### src/hw/rtl/rsb_pkg.sv
// shared types and constants for the rgb to spectrum basis blend
package rsb_pkg;

    localparam int unsigned VALUE_W = 16;
    localparam int unsigned PROD_W = 2 * VALUE_W;
    // three products of 16 x 16 bits
    localparam int unsigned ACC_W = PROD_W + 2;
    localparam int unsigned FRAC_SHIFT = 15;
    localparam int unsigned BASIS_COUNT = 7;

    localparam logic [ACC_W:0] ROUND_BIAS = (ACC_W + 1)'(1) << (FRAC_SHIFT - 1);

    localparam logic OP_LOAD = 1'b0;
    localparam logic OP_CONVERT = 1'b1;

    localparam logic [2:0] BASIS_WHITE = 3'd0;
    localparam logic [2:0] BASIS_CYAN = 3'd1;
    localparam logic [2:0] BASIS_MAGENTA = 3'd2;
    localparam logic [2:0] BASIS_YELLOW = 3'd3;
    localparam logic [2:0] BASIS_RED = 3'd4;
    localparam logic [2:0] BASIS_GREEN = 3'd5;
    localparam logic [2:0] BASIS_BLUE = 3'd6;

    typedef struct packed {
        logic               operation;
        logic [2:0]         basis_select;
        logic [1:0]         sample_slot;
        logic [VALUE_W-1:0] entry_value;
        logic [VALUE_W-1:0] red;
        logic [VALUE_W-1:0] green;
        logic [VALUE_W-1:0] blue;
    } item_t;

    typedef struct packed {
        logic [1:0]         out_slot;
        logic [VALUE_W-1:0] spectrum_value;
        logic               last_sample;
    } result_t;

    typedef enum logic [1:0] {
        SEQ_IDLE,
        SEQ_SORT,
        SEQ_ISSUE,
        SEQ_WAIT
    } seq_state_t;

    typedef enum logic [1:0] {
        TERM_WHITE,
        TERM_SECONDARY,
        TERM_PRIMARY
    } term_t;

    // sequencer to multiply-accumulate unit
    typedef struct packed {
        logic               issue;
        logic               first;
        logic               last;
        logic               take;
        logic [VALUE_W-1:0] weight;
    } mac_ctl_t;

    // multiply-accumulate unit back to sequencer
    typedef struct packed {
        logic               done;
        logic [VALUE_W-1:0] value;
    } mac_stat_t;

endpackage

### src/hw/rtl/rsb_if.sv
// valid/ready channels for requests and results
interface rsb_item_if;
    logic           valid;
    logic           ready;
    rsb_pkg::item_t data;

    modport source (output valid, output data, input ready);
    modport sink (input valid, input data, output ready);
endinterface

interface rsb_result_if;
    logic             valid;
    logic             ready;
    rsb_pkg::result_t data;

    modport source (output valid, output data, input ready);
    modport sink (input valid, input data, output ready);
endinterface

### src/hw/rtl/rsb_table.sv
// basis spectrum memory, one write and one registered read port
module rsb_table #(
    parameter int unsigned DEPTH = 28,
    parameter int unsigned ADDR_W = 5
) (
    input  logic                         clk,
    input  logic                         wr_en,
    input  logic [ADDR_W-1:0]            wr_addr,
    input  logic [rsb_pkg::VALUE_W-1:0]  wr_data,
    input  logic                         rd_en,
    input  logic [ADDR_W-1:0]            rd_addr,
    output logic [rsb_pkg::VALUE_W-1:0]  rd_data
);

    logic [rsb_pkg::VALUE_W-1:0] mem [DEPTH];
    logic [rsb_pkg::VALUE_W-1:0] rd_data_reg;

    always_ff @(posedge clk)
    begin
        if (wr_en)
        begin
            mem[wr_addr] <= wr_data;
        end
        if (rd_en)
        begin
            rd_data_reg <= mem[rd_addr];
        end
    end

    assign rd_data = rd_data_reg;

endmodule

### src/hw/rtl/rsb_mac.sv
// shared multiply-accumulate unit with rounding and saturation
module rsb_mac (
    input  logic                         clk,
    input  logic                         rst_n,
    input  rsb_pkg::mac_ctl_t            ctl,
    input  logic [rsb_pkg::VALUE_W-1:0]  rd_data,
    output rsb_pkg::mac_stat_t           stat
);

    logic                                s1_valid_reg, s1_valid_next;
    logic                                s1_first_reg, s1_first_next;
    logic                                s1_last_reg, s1_last_next;
    logic [rsb_pkg::VALUE_W-1:0]         s1_weight_reg, s1_weight_next;
    logic                                p_valid_reg, p_valid_next;
    logic                                p_first_reg, p_first_next;
    logic                                p_last_reg, p_last_next;
    logic [rsb_pkg::PROD_W-1:0]          p_reg, p_next;
    logic [rsb_pkg::ACC_W-1:0]           acc_reg, acc_next;
    logic                                done_reg, done_next;
    logic [rsb_pkg::ACC_W:0]             rounded;
    logic [rsb_pkg::ACC_W-rsb_pkg::FRAC_SHIFT:0] shifted;

    always_comb
    begin
        s1_valid_next  = ctl.issue;
        s1_first_next  = ctl.first;
        s1_last_next   = ctl.last;
        s1_weight_next = ctl.weight;
        // table data arrives together with stage one
        p_valid_next   = s1_valid_reg;
        p_first_next   = s1_first_reg;
        p_last_next    = s1_last_reg;
        p_next         = rsb_pkg::PROD_W'(s1_weight_reg) * rsb_pkg::PROD_W'(rd_data);
        acc_next       = acc_reg;
        if (p_valid_reg)
        begin
            acc_next = (p_first_reg ? '0 : acc_reg) + rsb_pkg::ACC_W'(p_reg);
        end
        done_next = done_reg;
        if (ctl.take)
        begin
            done_next = 1'b0;
        end
        else if (p_valid_reg && p_last_reg)
        begin
            done_next = 1'b1;
        end
    end

    always_ff @(posedge clk or negedge rst_n)
    begin
        if (!rst_n)
        begin
            s1_valid_reg <= 1'b0;
            p_valid_reg  <= 1'b0;
            done_reg     <= 1'b0;
        end
        else
        begin
            s1_valid_reg <= s1_valid_next;
            p_valid_reg  <= p_valid_next;
            done_reg     <= done_next;
        end
    end

    always_ff @(posedge clk)
    begin
        s1_first_reg  <= s1_first_next;
        s1_last_reg   <= s1_last_next;
        s1_weight_reg <= s1_weight_next;
        p_first_reg   <= p_first_next;
        p_last_reg    <= p_last_next;
        p_reg         <= p_next;
        acc_reg       <= acc_next;
    end

    // round to q4.12 and clamp
    assign rounded = {1'b0, acc_reg} + rsb_pkg::ROUND_BIAS;
    assign shifted = rounded[rsb_pkg::ACC_W:rsb_pkg::FRAC_SHIFT];

    always_comb
    begin
        stat.done = done_reg;
        if (|shifted[rsb_pkg::ACC_W-rsb_pkg::FRAC_SHIFT:rsb_pkg::VALUE_W])
        begin
            stat.value = '1;
        end
        else
        begin
            stat.value = shifted[rsb_pkg::VALUE_W-1:0];
        end
    end

endmodule

### src/hw/rtl/rsb_seq.sv
// sequencer: channel sort, table reads, term issue and result register
module rsb_seq #(
    parameter int unsigned SAMPLES = 4,
    parameter int unsigned ADDR_W = 5,
    parameter int unsigned SLOT_W = 2
) (
    input  logic                         clk,
    input  logic                         rst_n,
    rsb_item_if.sink                     item,
    rsb_result_if.source                 result,
    output logic                         wr_en,
    output logic [ADDR_W-1:0]            wr_addr,
    output logic                         rd_en,
    output logic [ADDR_W-1:0]            rd_addr,
    output rsb_pkg::mac_ctl_t            ctl,
    input  rsb_pkg::mac_stat_t           stat
);

    rsb_pkg::seq_state_t          state_reg, state_next;
    rsb_pkg::term_t               term_reg, term_next;
    logic [SLOT_W-1:0]            sample_reg, sample_next;
    logic [rsb_pkg::VALUE_W-1:0]  red_reg, red_next;
    logic [rsb_pkg::VALUE_W-1:0]  green_reg, green_next;
    logic [rsb_pkg::VALUE_W-1:0]  blue_reg, blue_next;
    logic [rsb_pkg::VALUE_W-1:0]  w_min_reg, w_min_next;
    logic [rsb_pkg::VALUE_W-1:0]  w_mid_reg, w_mid_next;
    logic [rsb_pkg::VALUE_W-1:0]  w_top_reg, w_top_next;
    logic [2:0]                   sec_reg, sec_next;
    logic [2:0]                   pri_reg, pri_next;
    logic                         res_valid_reg, res_valid_next;
    rsb_pkg::result_t             res_data_reg, res_data_next;

    logic                         accept;
    logic                         out_free;
    logic                         emit;
    logic                         last_sample;
    logic [2:0]                   rd_basis;

    assign accept      = item.valid && item.ready;
    assign out_free    = !res_valid_reg || result.ready;
    assign emit        = (state_reg == rsb_pkg::SEQ_WAIT) && stat.done && out_free;
    assign last_sample = (sample_reg == SLOT_W'(SAMPLES - 1));

    // next state
    always_comb
    begin
        state_next = state_reg;
        case (state_reg)
            rsb_pkg::SEQ_IDLE:
            begin
                if (accept && item.data.operation == rsb_pkg::OP_CONVERT)
                begin
                    state_next = rsb_pkg::SEQ_SORT;
                end
            end
            rsb_pkg::SEQ_SORT:
            begin
                state_next = rsb_pkg::SEQ_ISSUE;
            end
            rsb_pkg::SEQ_ISSUE:
            begin
                if (term_reg == rsb_pkg::TERM_PRIMARY)
                begin
                    state_next = rsb_pkg::SEQ_WAIT;
                end
            end
            rsb_pkg::SEQ_WAIT:
            begin
                if (emit)
                begin
                    state_next = last_sample ? rsb_pkg::SEQ_IDLE : rsb_pkg::SEQ_ISSUE;
                end
            end
            default:
            begin
                state_next = rsb_pkg::SEQ_IDLE;
            end
        endcase
    end

    // outputs toward table, mac unit, request channel and result channel
    always_comb
    begin
        item.ready = (state_reg == rsb_pkg::SEQ_IDLE);
        wr_en      = accept && item.data.operation == rsb_pkg::OP_LOAD
                     && item.data.basis_select < 3'(rsb_pkg::BASIS_COUNT)
                     && int'(item.data.sample_slot) < SAMPLES;
        wr_addr    = ADDR_W'(int'(item.data.basis_select) * SAMPLES
                     + int'(item.data.sample_slot));
        case (term_reg)
            rsb_pkg::TERM_WHITE:
            begin
                rd_basis   = rsb_pkg::BASIS_WHITE;
                ctl.weight = w_min_reg;
            end
            rsb_pkg::TERM_SECONDARY:
            begin
                rd_basis   = sec_reg;
                ctl.weight = w_mid_reg;
            end
            default:
            begin
                rd_basis   = pri_reg;
                ctl.weight = w_top_reg;
            end
        endcase
        rd_en     = (state_reg == rsb_pkg::SEQ_ISSUE);
        rd_addr   = ADDR_W'(int'(rd_basis) * SAMPLES + int'(sample_reg));
        ctl.issue = (state_reg == rsb_pkg::SEQ_ISSUE);
        ctl.first = (term_reg == rsb_pkg::TERM_WHITE);
        ctl.last  = (term_reg == rsb_pkg::TERM_PRIMARY);
        ctl.take  = emit;
        result.valid = res_valid_reg;
        result.data  = res_data_reg;
    end

    // datapath registers
    always_comb
    begin
        term_next      = term_reg;
        sample_next    = sample_reg;
        red_next       = red_reg;
        green_next     = green_reg;
        blue_next      = blue_reg;
        w_min_next     = w_min_reg;
        w_mid_next     = w_mid_reg;
        w_top_next     = w_top_reg;
        sec_next       = sec_reg;
        pri_next       = pri_reg;
        res_valid_next = res_valid_reg && !result.ready;
        res_data_next  = res_data_reg;

        if (accept)
        begin
            red_next    = item.data.red;
            green_next  = item.data.green;
            blue_next   = item.data.blue;
            term_next   = rsb_pkg::TERM_WHITE;
            sample_next = '0;
        end

        if (state_reg == rsb_pkg::SEQ_SORT)
        begin
            // smallest channel picks the secondary, ties to red then green
            if (red_reg <= green_reg && red_reg <= blue_reg)
            begin
                w_min_next = red_reg;
                sec_next   = rsb_pkg::BASIS_CYAN;
                if (green_reg <= blue_reg)
                begin
                    w_mid_next = green_reg - red_reg;
                    w_top_next = blue_reg - green_reg;
                    pri_next   = rsb_pkg::BASIS_BLUE;
                end
                else
                begin
                    w_mid_next = blue_reg - red_reg;
                    w_top_next = green_reg - blue_reg;
                    pri_next   = rsb_pkg::BASIS_GREEN;
                end
            end
            else if (green_reg <= red_reg && green_reg <= blue_reg)
            begin
                w_min_next = green_reg;
                sec_next   = rsb_pkg::BASIS_MAGENTA;
                if (red_reg <= blue_reg)
                begin
                    w_mid_next = red_reg - green_reg;
                    w_top_next = blue_reg - red_reg;
                    pri_next   = rsb_pkg::BASIS_BLUE;
                end
                else
                begin
                    w_mid_next = blue_reg - green_reg;
                    w_top_next = red_reg - blue_reg;
                    pri_next   = rsb_pkg::BASIS_RED;
                end
            end
            else
            begin
                w_min_next = blue_reg;
                sec_next   = rsb_pkg::BASIS_YELLOW;
                if (red_reg <= green_reg)
                begin
                    w_mid_next = red_reg - blue_reg;
                    w_top_next = green_reg - red_reg;
                    pri_next   = rsb_pkg::BASIS_GREEN;
                end
                else
                begin
                    w_mid_next = green_reg - blue_reg;
                    w_top_next = red_reg - green_reg;
                    pri_next   = rsb_pkg::BASIS_RED;
                end
            end
        end

        if (state_reg == rsb_pkg::SEQ_ISSUE)
        begin
            case (term_reg)
                rsb_pkg::TERM_WHITE:     term_next = rsb_pkg::TERM_SECONDARY;
                rsb_pkg::TERM_SECONDARY: term_next = rsb_pkg::TERM_PRIMARY;
                default:                 term_next = rsb_pkg::TERM_WHITE;
            endcase
        end

        if (emit)
        begin
            res_valid_next               = 1'b1;
            res_data_next.out_slot       = 2'(sample_reg);
            res_data_next.spectrum_value = stat.value;
            res_data_next.last_sample    = last_sample;
            sample_next                  = sample_reg + SLOT_W'(1);
        end
    end

    always_ff @(posedge clk or negedge rst_n)
    begin
        if (!rst_n)
        begin
            state_reg     <= rsb_pkg::SEQ_IDLE;
            res_valid_reg <= 1'b0;
            term_reg      <= rsb_pkg::TERM_WHITE;
            sample_reg    <= '0;
        end
        else
        begin
            state_reg     <= state_next;
            res_valid_reg <= res_valid_next;
            term_reg      <= term_next;
            sample_reg    <= sample_next;
        end
    end

    always_ff @(posedge clk)
    begin
        red_reg      <= red_next;
        green_reg    <= green_next;
        blue_reg     <= blue_next;
        w_min_reg    <= w_min_next;
        w_mid_reg    <= w_mid_next;
        w_top_reg    <= w_top_next;
        sec_reg      <= sec_next;
        pri_reg      <= pri_next;
        res_data_reg <= res_data_next;
    end

endmodule

### src/hw/rtl/rgb_to_spectrum_basis_blend.sv
// top level of the rgb to spectrum basis blend
//
// requests come in on item, results leave on result; both are valid/ready
// channels, a transfer happens on a clock edge with valid and ready high.
// a load request (operation 0) writes one basis entry at basis_select and
// sample_slot; a bad basis or a slot at or beyond SAMPLES is dropped. a load
// gives no result.
// a convert request (operation 1) gives SAMPLES results, slot 0 first, the
// last one flagged by last_sample. a sort state orders the channels, then each
// sample takes three table reads and three passes through the single
// 16 x 16 multiplier. a sample starts only once the one before sits in the
// output register; the single multiplier and the single table read port
// set the pace of a conversion.
// item.ready stays low while a conversion runs; it rises again once the
// last sample sits in the output register, even if that result waits.
// a stalled receiver holds the result register; the sequencer then waits
// with the finished sum and does not start the next sample.
// reset clears control state only: the basis table is undefined until
// loaded, and a convert must only read loaded entries.
module rgb_to_spectrum_basis_blend #(
    parameter int unsigned SAMPLES = 4
) (
    input  logic          clk,
    input  logic          rst_n,
    rsb_item_if.sink      item,
    rsb_result_if.source  result
);

    localparam int unsigned DEPTH = rsb_pkg::BASIS_COUNT * SAMPLES;
    localparam int unsigned ADDR_W = $clog2(DEPTH);
    localparam int unsigned SLOT_W = (SAMPLES > 1) ? $clog2(SAMPLES) : 1;

    // table ports
    logic                         wr_en;
    logic [ADDR_W-1:0]            wr_addr;
    logic                         rd_en;
    logic [ADDR_W-1:0]            rd_addr;
    logic [rsb_pkg::VALUE_W-1:0]  rd_data;

    // sequencer to shared multiply-accumulate unit
    rsb_pkg::mac_ctl_t            mac_ctl;
    rsb_pkg::mac_stat_t           mac_stat;

    rsb_table #(
        .DEPTH  (DEPTH),
        .ADDR_W (ADDR_W)
    ) u_table (
        .clk     (clk),
        .wr_en   (wr_en),
        .wr_addr (wr_addr),
        .wr_data (item.data.entry_value),
        .rd_en   (rd_en),
        .rd_addr (rd_addr),
        .rd_data (rd_data)
    );

    rsb_mac u_mac (
        .clk     (clk),
        .rst_n   (rst_n),
        .ctl     (mac_ctl),
        .rd_data (rd_data),
        .stat    (mac_stat)
    );

    rsb_seq #(
        .SAMPLES (SAMPLES),
        .ADDR_W  (ADDR_W),
        .SLOT_W  (SLOT_W)
    ) u_seq (
        .clk     (clk),
        .rst_n   (rst_n),
        .item    (item),
        .result  (result),
        .wr_en   (wr_en),
        .wr_addr (wr_addr),
        .rd_en   (rd_en),
        .rd_addr (rd_addr),
        .ctl     (mac_ctl),
        .stat    (mac_stat)
    );

endmodule

### src/flat_wrapper.sv
// flat-port wrapper written by rule: the top's interface ports become plain ports
module rgb_to_spectrum_basis_blend_flat 
#(
    parameter int unsigned SAMPLES = 4
)
  (clk, rst_n, item_valid, item_data, item_ready, result_valid, result_data, result_ready);
  rsb_item_if item_i ();
  rsb_result_if result_i ();
  input  logic clk;
  input  logic rst_n;
  input wire logic [$bits(item_i.valid)-1:0] item_valid;
  input wire logic [$bits(item_i.data)-1:0] item_data;
  output wire logic [$bits(item_i.ready)-1:0] item_ready;
  output wire logic [$bits(result_i.valid)-1:0] result_valid;
  output wire logic [$bits(result_i.data)-1:0] result_data;
  input wire logic [$bits(result_i.ready)-1:0] result_ready;
  assign item_i.valid = item_valid;
  assign item_i.data = item_data;
  assign item_ready = item_i.ready;
  assign result_valid = result_i.valid;
  assign result_data = result_i.data;
  assign result_i.ready = result_ready;
  rgb_to_spectrum_basis_blend #(.SAMPLES(SAMPLES)) u_core (.clk(clk), .rst_n(rst_n), .item(item_i), .result(result_i));
endmodule
### config.mk
export PLATFORM = sky130hd
export DESIGN_NAME = rgb_to_spectrum_basis_blend_flat
export DESIGN_NICKNAME = d
export VERILOG_FILES = /design/src/hw/rtl/rsb_pkg.sv /design/src/hw/rtl/rsb_if.sv /design/src/hw/rtl/rsb_table.sv /design/src/hw/rtl/rsb_mac.sv /design/src/hw/rtl/rsb_seq.sv /design/src/hw/rtl/rgb_to_spectrum_basis_blend.sv /design/src/flat_wrapper.sv
export SDC_FILE = /design/constraint.sdc
export NUM_CORES = 2
export LEC_CHECK = 0
export BUFFER_PORTS_ARGS = -buffer_cell sky130_fd_sc_hd__buf_2
export CAP_MARGIN = 5
export CORE_MARGIN = 8
export CORE_UTILIZATION = 59
export DETAILED_ROUTE_END_ITERATION = 8
export PLACE_DENSITY = 0.75
export SLEW_MARGIN = 10
export SYNTH_ARGS = -nofsm -noshare
export SYNTH_HDL_FRONTEND = slang
export SYNTH_SLANG_ARGS = --single-unit
### constraint.sdc
create_clock -name clk -period 6.8 [get_ports clk]
set_input_delay 1.36 -clock clk [delete_from_list [all_inputs] [get_ports clk]]
set_output_delay 1.36 -clock clk [all_outputs]
set_load 0.03 [all_outputs]
==> results_dict.tcl <==
set metrics [dict create \
    status "complete, no violations" \
    crit_type "flip-flop to flip-flop" \
    rsz0062_at_grt "false" \
    io_pins 95 \
    grt_overflow 0 \
    grt_pass1_vias 27900 \
    multi_input_area_um2 19600 \
    die_w_um 280 \
    area_delta_synth_final_pct 9.61 \
    crit_arrival_ns 6.98 \
    routed_wl_um 101000 \
    fin_crit_sh_pct 94.9 \
    routabilityCongestion 0.975 \
    coreArea_um2 69500 \
    first_pass_iters 6 \
    yosys_warnings 0 \
    rows 97 \
    synth-edff-count 617 \
    cp_max_fo 10 \
    ys.flop_type "edfxtp_1" \
    port-buffer-count 94 \
    crit_slowest_cell "edfxtp_1" \
    dp_hpwl_um 70500 \
    drc_errors 0 \
    final_core_util_pct 64.9 \
    grt_use_total_pct 25.8 \
    ys_types 77 \
    syn_nets 3917 \
    hold_depth 0 \
    cp.required_ns 7.33 \
    drt_iter0_markers 2591 \
    critPathLaunchType "flip-flop" \
    cpPeakStageDelay_ns 0.53 \
    relSlewSlack_pct 18.1 \
    cts_max_path_buffers 3 \
    drive_gt1_share_pct 12.1 \
    fmax_mhz 155 \
    max_slew.worst_pin.slew_ns 1.23 \
    ys_seq_area_share_pct 48.2 \
    critPathMostFrequentCell "fa_1" \
    min_period_ns 6.45 \
    ff_latch_area_um2 19800 \
    grt_pass1_wl_um 158000 \
    antenna_found_initial 0 \
    hold_viol 0 \
    finClkSkew_ns 0.0615 \
    via_per_inst 6.02 \
    die_h_um 280 \
    vias 26900 \
    diodes 0 \
    critPathCaptureType "flip-flop" \
    async_flop_share_pct 1.47 \
    cts_sinks 679 \
    insertion_delay_ns 0.65 \
    drv_cap 0 \
    ys_ff_latch 679 \
    cts_tree "built" \
    setup_viol 0 \
    path_clk_slew_ns 0.06 \
    fill_cells 5107 \
    reg2regPathDepth 20 \
    synth_area_per_cell_um2 12.1 \
    drtAntennaViolNets 0 \
    drv_slew 0 \
    synthCells 3410 \
    grt_max_degree 73 \
    largest_register_ffs 448 \
    nets 3981 \
    cts_max_level 3 \
    wl_per_cell_um 22.6 \
    fin_tns_setup_ns 0 \
    hp-class "flip-flop to flip-flop" \
    cts_buffers 72 \
    die_area_um2 78400 \
    initial_utilization_pct 59.2 \
    cts_root_buffer "clkbuf_16" \
    crit_chain "buf_4 -> and2_1 -> fa_1 -> inv_1 -> fa_1 -> fa_1 -> inv_1 -> fa_1 -> fa_1 -> inv_1 -> fa_1 -> inv_1 -> ha_1 -> a21o_1 -> a2111oi_1 -> a21oi_1 -> a311oi_2 -> o31ai_1 -> a221oi_1 -> xnor2_1" \
    post_synth_instance_area_um2 41100 \
]
-- logic make-up after synthesis --
| family | synth area share (%) |
|---|---|
| xor gates and xnor gates | 3.62 |
| AOI/OAI and AO/OA | 8.72 |
| buffers and inverters | 4.52 |
| muxes | 8.15 |
| adders and majority gates | 16.8 |
| DFF | 48.2 |
| and+or+nand+nor | 9.99 |
-- stage by stage --
stage / instance area (um2) / hold slack (ns) / std cells / setup slack (ns)
floorplan: 41100 / 0.310 / 3410 / 0.829
global placement: 42600 / 0.312 / 4326 / 0.335
detailed placement: 42600 / 0.316 / 4326 / 0.0695
CTS: 45000 / 0.328 / 4459 / 0.00212
global route: 45100 / 0.344 / 4473 / 0.0417
finish: 45100 / 0.327 / 4473 / 0.349
-- timing repair --
action / CTS / global route
setup buffers: 0 / 14
resized for setup: 0 / 5
endpoints found under the setup margin: 0 / 4
hold endpoints to repair: 0 / 0
hold buffers: 0 / 0
-- Yosys cell counts (43+ instances only) --
library cell    n  area, um2
inv_1         318       1190
nor2_1        149        559
edfxtp_1      617      18500
mux2i_1        65        651
clkbuf_1      107        402
nor2b_1        51        319
xor2_1         58        508
mux4_2        119       2680
xnor2_1       112        981
a21o_1         50        375
fa_1          201       4020
o21ai_0       179        896
nand3_1        43        215
and2_1        124        776
a21oi_1       147        736
dfxtp_1        52       1040
nand2_1       396       1490
ha_1          232       2900
-- placed cells by master (no fill, tap or decap), types with 14 or more instances in the layout --
cell type,Yosys,final
buf_4,0,59
o21ai_0,179,179
ha_1,232,232
o211ai_1,20,20
nand2b_1,32,32
mux4_2,119,119
xor2_1,58,58
nor2_2,1,23
edfxtp_1,617,617
nand2_1,396,396
a21o_1,50,50
nor3_1,24,24
and3_1,14,14
a211oi_1,16,16
nand3_1,43,43
buf_2,41,94
a31oi_1,22,22
a21oi_1,147,146
clkbuf_16,0,72
fa_1,201,201
o21bai_1,14,14
mux2i_1,65,65
and2_1,124,124
clkbuf_1,107,19
dfxtp_1,52,50
o22ai_1,16,16
xnor2_1,112,112
nor2_1,149,125
o21a_1,23,23
inv_1,318,316
nor2b_1,51,50
-- routing by layer --
| metal | share of wire, % | vias to the layer above | routed length [um] | GRT usage [%] |
|---|---|---|---|---|
| li1 | - | 12200 | - | - |
| met1 | 42 | 13300 | 42800 | 35.5 |
| met2 | 47 | 1254 | 47300 | 42.2 |
| met3 | 7.6 | 220 | 7700 | 3.60 |
| met4 | 3.3 | 0 | 3290 | 8.75 |
| met5 | 0 | - | 0 | 0 |
-- critical path, delay by kind of cell (launching register included) --
family	cells	cell delay [ns]
AOI/OAI and AO/OA	6	1.73
buffers and inverters	5	0.43
DFF	1	0.53
xor gates and xnor gates	1	0.15
adders and majority gates	7	3.34
and+or+nand+nor	1	0.15
-- cell type report --
| class | count | share of cell area (%) |
|---|---|---|
| Multi-Input combinational cell | 2249 | 43.4 |
| Clock inverter | 42 | 1.15 |
| Tap cell | 940 | 2.61 |
| Sequential cell | 679 | 44.0 |
| Timing Repair Buffer | 154 | 2.07 |
| Clock buffer | 91 | 4.15 |
| Inverter | 318 | 2.65 |
-- worst paths after layout --
| check | slack, ns | startpoint | to |
|---|---|---|---|
| setup / recovery | 0.35 | u_core.u_table.rd_data[4]$_DFFE_PP_ | u_core.u_mac.p_reg[30]$_DFF_P_ |
| min in group asynchronous | 0.60 | rst_n | u_core.u_seq.result.valid$_DFF_PN0_ |
| hold / removal | 0.33 | u_core.u_mac.p_last_next$_DFF_P_ | u_core.u_mac.p_last_reg$_DFF_P_ |
| hold reg to reg | 0.33 | u_core.u_mac.p_last_next$_DFF_P_ | u_core.u_mac.p_last_reg$_DFF_P_ |
| max in group asynchronous | 5.97 | rst_n | u_core.u_seq.sample_reg[0]$_DFFE_PN0P_ |
| setup reg to reg | 0.35 | u_core.u_table.rd_data[4]$_DFFE_PP_ | u_core.u_mac.p_reg[30]$_DFF_P_ |
Power is not shown: default switching activity piles up to over one toggle a cycle in this logic, so the estimate is an artifact.
